$ cat src/rtl/aalr_pkg.sv
package aalr_pkg;

	// Coordinate and fixed-point geometry
	localparam int COORD_BITS = 12;
	localparam int FRAC_BITS  = 16;
	localparam int Y_BITS     = COORD_BITS + FRAC_BITS;
	localparam int QUO_BITS   = FRAC_BITS + 1;
	localparam int SLOPE_BITS = FRAC_BITS + 2;
	localparam int CNT_BITS   = $clog2(FRAC_BITS + 1);

	// Output and register widths
	localparam int PITCH_BITS = 13;
	localparam int COLOR_BITS = 24;
	localparam int ADDR_BITS  = 24;
	localparam int COV_BITS   = 8;
	localparam int VALUE_BITS = COV_BITS + COLOR_BITS;

	// Fixed-point 1.0 in the y and slope formats
	localparam logic [Y_BITS-1:0]     Y_ONE     = Y_BITS'(1) << FRAC_BITS;
	localparam logic [SLOPE_BITS-1:0] SLOPE_ONE = SLOPE_BITS'(1) << FRAC_BITS;

	// Register reset values
	localparam logic [PITCH_BITS-1:0] ROW_PITCH_RST  = PITCH_BITS'(1024);
	localparam logic [COLOR_BITS-1:0] BASE_COLOR_RST = COLOR_BITS'(24'h808080);

	// Command codes
	localparam logic CMD_LOAD = 1'b0;
	localparam logic CMD_STEP = 1'b1;

	// Configuration register indexes
	typedef enum logic [0:0] {
		CFG_ROW_PITCH  = 1'b0,
		CFG_BASE_COLOR = 1'b1
	} cfg_idx_t;

endpackage

$ cat src/rtl/antialiased_line_rasterizer_top.sv
// Wu-style antialiased line rasterizer. A load command (cmd 0) takes two
// endpoints and accepts no further item until the slope is set: S_SWAP and
// S_ORDER pick the major axis and order the ends, then S_DIV starts a
// restoring divider that forms the Q1.16 slope one quotient bit per cycle. A
// step command (cmd 1) on an active line waits while the output is stalled
// and gives two output beats: the pixel at floor(y) with coverage 255 minus
// the fraction, then floor(y)-1 with the fraction; line_done marks the
// second beat of the last column or of one after which y would drop below
// one. A step with no active line, or one stopped by the end or y-below-one
// guard, gives no beat and leaves the block idle. The output register holds
// one beat, so a new item is accepted while the last beat still waits
// downstream. Write row_pitch and base_color only while the block is idle.
module antialiased_line_rasterizer_top (
	input  logic                             clk,
	input  logic                             arst_n,
	// configuration
	input  logic                             cfg_we,
	input  logic [0:0]                       cfg_index,
	input  logic [aalr_pkg::COLOR_BITS-1:0]  cfg_data,
	// input channel
	input  logic                             in_valid,
	output logic                             in_stall,
	input  logic                             cmd,
	input  logic [aalr_pkg::COORD_BITS-1:0]  start_x,
	input  logic [aalr_pkg::COORD_BITS-1:0]  start_y,
	input  logic [aalr_pkg::COORD_BITS-1:0]  end_x,
	input  logic [aalr_pkg::COORD_BITS-1:0]  end_y,
	// output channel
	output logic                             out_valid,
	input  logic                             out_stall,
	output logic [aalr_pkg::COORD_BITS-1:0]  pixel_x,
	output logic [aalr_pkg::COORD_BITS-1:0]  pixel_y,
	output logic [aalr_pkg::ADDR_BITS-1:0]   pixel_addr,
	output logic [aalr_pkg::COV_BITS-1:0]    coverage,
	output logic [aalr_pkg::VALUE_BITS-1:0]  pixel_value,
	output logic                             line_done
);

	typedef enum logic [2:0] {
		S_IDLE,
		S_SWAP,
		S_ORDER,
		S_DIV,
		S_PIX0,
		S_PIX1
	} state_t;

	function automatic logic [aalr_pkg::COORD_BITS-1:0] abs_diff(
		input logic [aalr_pkg::COORD_BITS-1:0] a,
		input logic [aalr_pkg::COORD_BITS-1:0] b
	);
		logic [aalr_pkg::COORD_BITS:0] d;
		logic [aalr_pkg::COORD_BITS:0] nd;
		d  = {1'b0, a} - {1'b0, b};
		nd = -d;
		return d[aalr_pkg::COORD_BITS] ? nd[aalr_pkg::COORD_BITS-1:0]
		                               : d[aalr_pkg::COORD_BITS-1:0];
	endfunction

	state_t                            state_q;
	logic [aalr_pkg::PITCH_BITS-1:0]   row_pitch_q;
	logic [aalr_pkg::COLOR_BITS-1:0]   base_color_q;
	logic                              active_q;
	logic                              steep_q;
	logic [aalr_pkg::COORD_BITS-1:0]   column_q;
	logic [aalr_pkg::COORD_BITS-1:0]   column_end_q;
	logic [aalr_pkg::Y_BITS-1:0]       y_q;
	logic signed [aalr_pkg::SLOPE_BITS-1:0] slope_q;
	logic                              div_start_q;
	logic                              out_valid_q;

	// setup and output payload
	logic [aalr_pkg::COORD_BITS-1:0]   ax_q, ay_q, bx_q, by_q;
	logic [aalr_pkg::COORD_BITS-1:0]   dx_q;
	logic [aalr_pkg::COORD_BITS-1:0]   dyabs_q;
	logic                              neg_q;
	logic [aalr_pkg::COORD_BITS-1:0]   pixel_x_q, pixel_y_q;
	logic [aalr_pkg::ADDR_BITS-1:0]    pixel_addr_q;
	logic [aalr_pkg::COV_BITS-1:0]     coverage_q;
	logic                              line_done_q;

	logic                              in_acc;
	logic                              out_free;
	logic                              beat_load;
	logic                              steep;
	logic                              order_swap;
	logic [aalr_pkg::COORD_BITS-1:0]   lo_x, hi_x, lo_y, hi_y;
	logic [aalr_pkg::COORD_BITS:0]     dy_full;
	logic [aalr_pkg::COORD_BITS:0]     dy_neg;
	logic                              guard_ok;
	logic                              div_done;
	logic [aalr_pkg::QUO_BITS-1:0]     div_quo;
	logic [aalr_pkg::SLOPE_BITS-1:0]   quo_ext;
	logic [aalr_pkg::SLOPE_BITS-1:0]   slope_new;
	logic signed [aalr_pkg::Y_BITS:0]  next_y;
	logic                              next_low;
	logic                              second;
	logic [aalr_pkg::COORD_BITS-1:0]   yi;
	logic [aalr_pkg::COV_BITS-1:0]     fr;
	logic [aalr_pkg::COORD_BITS-1:0]   minor;
	logic [aalr_pkg::COORD_BITS-1:0]   px, py;
	logic [aalr_pkg::COV_BITS-1:0]     cov;
	logic [aalr_pkg::COORD_BITS+aalr_pkg::PITCH_BITS-1:0] row_off;
	logic [aalr_pkg::ADDR_BITS-1:0]    addr;
	logic                              done_pix;

	assign in_stall  = (state_q != S_IDLE);
	assign in_acc    = in_valid && !in_stall;
	assign out_free  = !out_valid_q || !out_stall;
	assign beat_load = ((state_q == S_PIX0) || (state_q == S_PIX1)) && out_free;

	// Steep test on the latched endpoints
	assign steep = abs_diff(by_q, ay_q) > abs_diff(bx_q, ax_q);

	// Order ends so the major coordinate rises
	assign order_swap = (ax_q > bx_q);
	assign lo_x    = order_swap ? bx_q : ax_q;
	assign hi_x    = order_swap ? ax_q : bx_q;
	assign lo_y    = order_swap ? by_q : ay_q;
	assign hi_y    = order_swap ? ay_q : by_q;
	assign dy_full = {1'b0, hi_y} - {1'b0, lo_y};
	assign dy_neg  = -dy_full;

	// Divider for the slope
	aalr_div u_div (
		.clk    (clk),
		.arst_n (arst_n),
		.start  (div_start_q),
		.num    (dyabs_q),
		.den    (dx_q),
		.done   (div_done),
		.quo    (div_quo)
	);

	assign quo_ext   = {1'b0, div_quo};
	assign slope_new = (dx_q == '0) ? aalr_pkg::SLOPE_ONE : (neg_q ? -quo_ext : quo_ext);

	// Column guard and next y
	assign guard_ok = (column_q <= column_end_q) && (y_q >= aalr_pkg::Y_ONE);
	assign next_y   = $signed({1'b0, y_q}) + (aalr_pkg::Y_BITS + 1)'(slope_q);
	assign next_low = next_y < $signed({1'b0, aalr_pkg::Y_ONE});

	// Pixel of the current column
	assign second   = (state_q == S_PIX1);
	assign yi       = y_q[aalr_pkg::Y_BITS-1:aalr_pkg::FRAC_BITS];
	assign fr       = y_q[aalr_pkg::FRAC_BITS-1 -: aalr_pkg::COV_BITS];
	assign minor    = second ? yi - 1'b1 : yi;
	assign cov      = second ? fr : ~fr;
	assign px       = steep_q ? minor : column_q;
	assign py       = steep_q ? column_q : minor;
	assign row_off  = py * row_pitch_q;
	assign addr     = row_off[aalr_pkg::ADDR_BITS-1:0] + aalr_pkg::ADDR_BITS'(px);
	assign done_pix = second && ((column_q == column_end_q) || next_low);

	// Sequencer, line state and registers
	always_ff @(posedge clk or negedge arst_n) begin
		if (!arst_n) begin
			state_q      <= S_IDLE;
			row_pitch_q  <= aalr_pkg::ROW_PITCH_RST;
			base_color_q <= aalr_pkg::BASE_COLOR_RST;
			active_q     <= 1'b0;
			steep_q      <= 1'b0;
			column_q     <= '0;
			column_end_q <= '0;
			y_q          <= '0;
			slope_q      <= '0;
			div_start_q  <= 1'b0;
			out_valid_q  <= 1'b0;
		end else begin
			div_start_q <= (state_q == S_ORDER);
			if (cfg_we) begin
				case (aalr_pkg::cfg_idx_t'(cfg_index))
					aalr_pkg::CFG_ROW_PITCH:
						row_pitch_q <= cfg_data[aalr_pkg::PITCH_BITS-1:0];
					aalr_pkg::CFG_BASE_COLOR:
						base_color_q <= cfg_data;
					default: ;
				endcase
			end
			// Raise valid on a new beat, drop it once the beat is taken
			if (beat_load)
				out_valid_q <= 1'b1;
			else if (!out_stall)
				out_valid_q <= 1'b0;
			case (state_q)
				S_IDLE: begin
					if (in_acc) begin
						if (cmd == aalr_pkg::CMD_LOAD) begin
							state_q <= S_SWAP;
						end else if (active_q) begin
							if (guard_ok)
								state_q <= S_PIX0;
							else
								active_q <= 1'b0;
						end
					end
				end
				S_SWAP: begin
					steep_q <= steep;
					state_q <= S_ORDER;
				end
				S_ORDER: begin
					column_q     <= lo_x;
					column_end_q <= hi_x;
					y_q          <= {lo_y, {aalr_pkg::FRAC_BITS{1'b0}}};
					state_q      <= S_DIV;
				end
				S_DIV: begin
					if (div_done) begin
						slope_q  <= $signed(slope_new);
						active_q <= 1'b1;
						state_q  <= S_IDLE;
					end
				end
				S_PIX0: begin
					if (out_free) begin
						state_q <= S_PIX1;
					end
				end
				S_PIX1: begin
					if (out_free) begin
						state_q <= S_IDLE;
						if (done_pix) begin
							active_q <= 1'b0;
						end else begin
							column_q <= column_q + 1'b1;
							y_q      <= next_y[aalr_pkg::Y_BITS-1:0];
						end
					end
				end
				default: state_q <= S_IDLE;
			endcase
		end
	end

	// Latch endpoints, swap axes, hold setup values
	always_ff @(posedge clk) begin
		if (in_acc && (cmd == aalr_pkg::CMD_LOAD)) begin
			ax_q <= start_x;
			ay_q <= start_y;
			bx_q <= end_x;
			by_q <= end_y;
		end else if (state_q == S_SWAP && steep) begin
			ax_q <= ay_q;
			ay_q <= ax_q;
			bx_q <= by_q;
			by_q <= bx_q;
		end
		if (state_q == S_ORDER) begin
			dx_q    <= hi_x - lo_x;
			neg_q   <= dy_full[aalr_pkg::COORD_BITS];
			dyabs_q <= dy_full[aalr_pkg::COORD_BITS] ? dy_neg[aalr_pkg::COORD_BITS-1:0]
			                                         : dy_full[aalr_pkg::COORD_BITS-1:0];
		end
	end

	// Load the output beat
	always_ff @(posedge clk) begin
		if (beat_load) begin
			pixel_x_q    <= px;
			pixel_y_q    <= py;
			pixel_addr_q <= addr;
			coverage_q   <= cov;
			line_done_q  <= done_pix;
		end
	end

	assign out_valid   = out_valid_q;
	assign pixel_x     = pixel_x_q;
	assign pixel_y     = pixel_y_q;
	assign pixel_addr  = pixel_addr_q;
	assign coverage    = coverage_q;
	assign pixel_value = {coverage_q, base_color_q};
	assign line_done   = line_done_q;

endmodule

$ cat src/rtl/aalr_div.sv
// Restoring divider: quotient = (num << FRAC_BITS) / den, one bit per cycle.
// Expects num <= den, so the quotient fits in FRAC_BITS + 1 bits.
module aalr_div (
	input  logic                             clk,
	input  logic                             arst_n,
	input  logic                             start,
	input  logic [aalr_pkg::COORD_BITS-1:0]  num,
	input  logic [aalr_pkg::COORD_BITS-1:0]  den,
	output logic                             done,
	output logic [aalr_pkg::QUO_BITS-1:0]    quo
);

	logic                            busy_q;
	logic                            done_q;
	logic [aalr_pkg::CNT_BITS-1:0]   cnt_q;
	logic [aalr_pkg::COORD_BITS-1:0] rem_q;
	logic [aalr_pkg::QUO_BITS-1:0]   quo_q;

	logic [aalr_pkg::COORD_BITS:0]   trial;
	logic [aalr_pkg::COORD_BITS:0]   diff;
	logic                            ge;
	logic                            last;

	// First step compares the integer part, later steps shift in a zero
	assign trial = (cnt_q == '0) ? {1'b0, rem_q} : {rem_q, 1'b0};
	assign diff  = trial - {1'b0, den};
	assign ge    = (trial >= {1'b0, den});
	assign last  = (cnt_q == aalr_pkg::CNT_BITS'(aalr_pkg::FRAC_BITS));

	// Sequence the iterations
	always_ff @(posedge clk or negedge arst_n) begin
		if (!arst_n) begin
			busy_q <= 1'b0;
			done_q <= 1'b0;
			cnt_q  <= '0;
		end else begin
			done_q <= 1'b0;
			if (start) begin
				busy_q <= 1'b1;
				cnt_q  <= '0;
			end else if (busy_q) begin
				cnt_q <= cnt_q + 1'b1;
				if (last) begin
					busy_q <= 1'b0;
					done_q <= 1'b1;
				end
			end
		end
	end

	// Shift remainder and quotient
	always_ff @(posedge clk) begin
		if (start) begin
			rem_q <= num;
			quo_q <= '0;
		end else if (busy_q) begin
			rem_q <= ge ? diff[aalr_pkg::COORD_BITS-1:0] : trial[aalr_pkg::COORD_BITS-1:0];
			quo_q <= {quo_q[aalr_pkg::QUO_BITS-2:0], ge};
		end
	end

	assign done = done_q;
	assign quo  = quo_q;

endmodule

$ cat config.mk
export PLATFORM = sky130hd
export DESIGN_NAME = antialiased_line_rasterizer_top
export DESIGN_NICKNAME = d
export VERILOG_FILES = /design/src/rtl/aalr_pkg.sv /design/src/rtl/antialiased_line_rasterizer_top.sv /design/src/rtl/aalr_div.sv
export SDC_FILE = /design/constraint.sdc
export NUM_CORES = 1
export LEC_CHECK = 0
export BUFFER_PORTS_ARGS = -buffer_cell sky130_fd_sc_hd__buf_2
export CAP_MARGIN = 20
export CORE_ASPECT_RATIO = 0.7
export CORE_UTILIZATION = 62
export DETAILED_ROUTE_END_ITERATION = 8
export HOLD_SLACK_MARGIN = 0.1
export PLACE_DENSITY_LB_ADDON = 0.25
export SLEW_MARGIN = 25
export SYNTH_ARGS = -nofsm -noshare
export SYNTH_HDL_FRONTEND = slang
export SYNTH_SLANG_ARGS = --single-unit
$ cat constraint.sdc
create_clock -name clk -period 8.2 [get_ports clk]
set_input_delay 2.46 -clock clk [delete_from_list [all_inputs] [get_ports clk]]
set_output_delay 2.46 -clock clk [all_outputs]
set_load 0.05 [all_outputs]
==> impl_metrics.toml <==
[run_status]
outcome = "finished, violations left"
violations = "DRC"

[critical_path]
crit_path_end_kind = "flop"
crit_type = "flop to flop"
ff2ff_setup_slack_ns = 0.51
start_kind = "flop"
crit_top_cell = "inv_1"
worst_path_max_delay_cell = "fa_1"
slowest_delay_ns = 0.56
critPathArrivalTime_ns = 8.01
cp.required_ns = 8.53
path_max_fanout = 41

[sta]
fmax_mhz = 130.1
timing.setup.tns_ns = 0
hold_ws_ns = 0.5003
finalClockSkew_ns = 0.01478
fin_crit_ns = 7.685
worstMarginPinSlew_ns = 1.066
grt_setup_unrepaired = "false"
hold_viol_final = 0
finalSetupViolCount = 0
max_slew_margin = 0.2841
slew_violations = 0
fin_crit_sh = 0.9372

[finish]
final_common_cell = "nand2_1"
syn_to_final_growth_pct = 9.298
drive_above_1_share = 0.1589
fin_cells = 3075
num_antenna_cells = 0
final_cell_mix = "nand2_1, inv_1, nor2_1"
nets = 2933

[global_route]
antenna_found_initial = 0
grt_start_max_net_pins = 76
grt_pass1_wl_mm = 96.03
grt.total_usage = 0.3176
grt_pass1_vias = 18290
gr-total-overflow = 0

[synth]
synth_cells = 2458
synthFlopType = "edfxtp_1"
syn_avg_cell_area_sq_um = 9.520
ys_types = 92
syn_area_sq_um = 23400
synth-seq-cells = 280
synth-edff-count = 142
synthArstFlopShare = 0.4321
postSynthNetCount = 2828
yosysSeqAreaShare = 0.3264
yosysWarnings = 0

[floorplan]
rows = 59
die_h_um = 164.5
die-area_sq_um = 38540
core_sq_um = 37130
start_util = 0.6302
dieWidth_um = 234.2
pin_count = 170

[placement]
port_buffers = 169
dp.final_hpwl_mm = 46.17
place_congestion = 0.9301
dp.cells = 3019

[drt]
routedWlPerCell_um = 19.49
drc = 10
wl_mm = 59.93
ant_nets = 0
firstDrtPassIters = 8
drt-vias-per-instance = 6.010
first_iter_violations = 1974
vias = 18480

[clock_tree]
cts_tree = "yes"
cts_root_buffer = "clkbuf_16"
cts_buffer_depth = 3
worstSkewPairLatency_ns = 0.58
postCtsResizedCells = 0
cts_inserted_buffers = 30
clkTransAtPathRegs_ns = 0.07
cts_hold_buf = 0
clock_sinks = 280
htreeDepth = 1
postCtsSetupRepairBufs = 0

[job]
maxCapViolCount = 0

[hold_path]
min_path_type = "flop to flop"
## flip-flops by register name, indices dropped and copies added, names as in the netlist, 5 cells and up
signal and cells:
y_q 28, base_color_q 24, pixel_addr 24, slope_q 18
u_div.quo 17, row_pitch_q 13, ax_q 12, ay_q 12
bx_q 12, by_q 12, column_end_q 12, column_q 12
dx_q 12, dyabs_q 12, pixel_x 12, pixel_y 12
u_div.rem_q 12, coverage 8, u_div.cnt_q 5
## final cells by class
| class | instances | area [sq um] |
|---|---|---|
| Clock buffer | 38 | 822.0 |
| Clock inverter | 18 | 193.9 |
| Fill cell | 2861 | 11550 |
| Inverter | 276 | 1036 |
| Multi-Input combinational cell | 1787 | 14290 |
| Sequential cell | 280 | 7639 |
| Tap cell | 488 | 610.6 |
| Timing Repair Buffer | 188 | 991.0 |
## logic make-up (layout without fill, tap and decap cells)
logic type               Yosys count  in the layout  synth area share
AO/OA/AOI/OAI                    442            442            0.1263
XOR/XNOR                         155            155           0.05801
adder cells (fa/ha/maj)          291            291            0.1954
buffers and inverters            391            520           0.06576
flip-flops                       280            280            0.3264
multiplexers                     178            178           0.08614
AND/OR/NAND/NOR                  721            721            0.1420
## layer usage
layer / track usage / part of all wire
met1: 0.4600 / 0.44
met5: 0 / 0
met2: 0.4745 / 0.43
met3: 0.07925 / 0.10
met4: 0.08058 / 0.023
## cells in the mapped netlist, drive strengths merged (18+ instances only)
master | number | share of area
nor2b | 18 | 0.0048
a21o | 54 | 0.017
fa | 124 | 0.11
mux2i | 54 | 0.023
buf | 35 | 0.0087
nand3 | 29 | 0.0062
nor3 | 28 | 0.0065
xnor2 | 102 | 0.038
ha | 167 | 0.089
a21oi | 100 | 0.022
nor2 | 180 | 0.029
mux2 | 124 | 0.063
nand4 | 18 | 0.0051
clkbuf | 80 | 0.013
nand2b | 20 | 0.0053
edfxtp | 142 | 0.18
xor2 | 53 | 0.020
and2 | 60 | 0.016
a31oi | 28 | 0.0078
dfrtp | 117 | 0.13
o21ai | 122 | 0.027
nand2 | 292 | 0.047
inv | 276 | 0.044
## worst paths after layout
kind | end | startpoint | cells past startpoint
setup / recovery | pixel_addr[23]$_DFFE_PP_ | state_q[1]$_DFFE_PN0P_ | 27
hold / removal | base_color_q[10]$_DFFE_PN0P_ | base_color_q[10]$_DFFE_PN0P_ | 1
setup reg to reg | pixel_addr[23]$_DFFE_PP_ | state_q[1]$_DFFE_PN0P_ | 27
hold reg to reg | base_color_q[10]$_DFFE_PN0P_ | base_color_q[10]$_DFFE_PN0P_ | 1
max in group asynchronous | row_pitch_q[11]$_DFFE_PN0P_ | arst_n | 2
min in group asynchronous | u_div.cnt_q[4]$_DFFE_PN0P_ | arst_n | 1
## critical path, delay by kind of cell, from the launching register on
kind / cells / cell delay [ns]
and+or+nand+nor: 3 / 0.82
adders and majority gates: 6 / 2.68
AOI/OAI and AO/OA: 10 / 2.40
DFF: 1 / 0.47
xor gates and xnor gates: 1 / 0.12
buffers and inverters: 6 / 0.55
muxes: 1 / 0.39
## stage by stage
stage / setup WS, ns / utilization / instance area, sq um
5_1_grt: 0.07969 / 0.6888 / 25580
3_5_place_dp: 0.3153 / 0.6607 / 24530
6_report: 0.5148 / 0.6888 / 25580
4_1_cts: 0.2470 / 0.6880 / 25550
3_3_place_gp: 0.5022 / 0.6605 / 24530
2_1_floorplan: 0.8879 / - / 23400
Power is left out: the tool's default activity adds up to more than one toggle a clock period on the data nets, which glitch-free logic cannot reach.
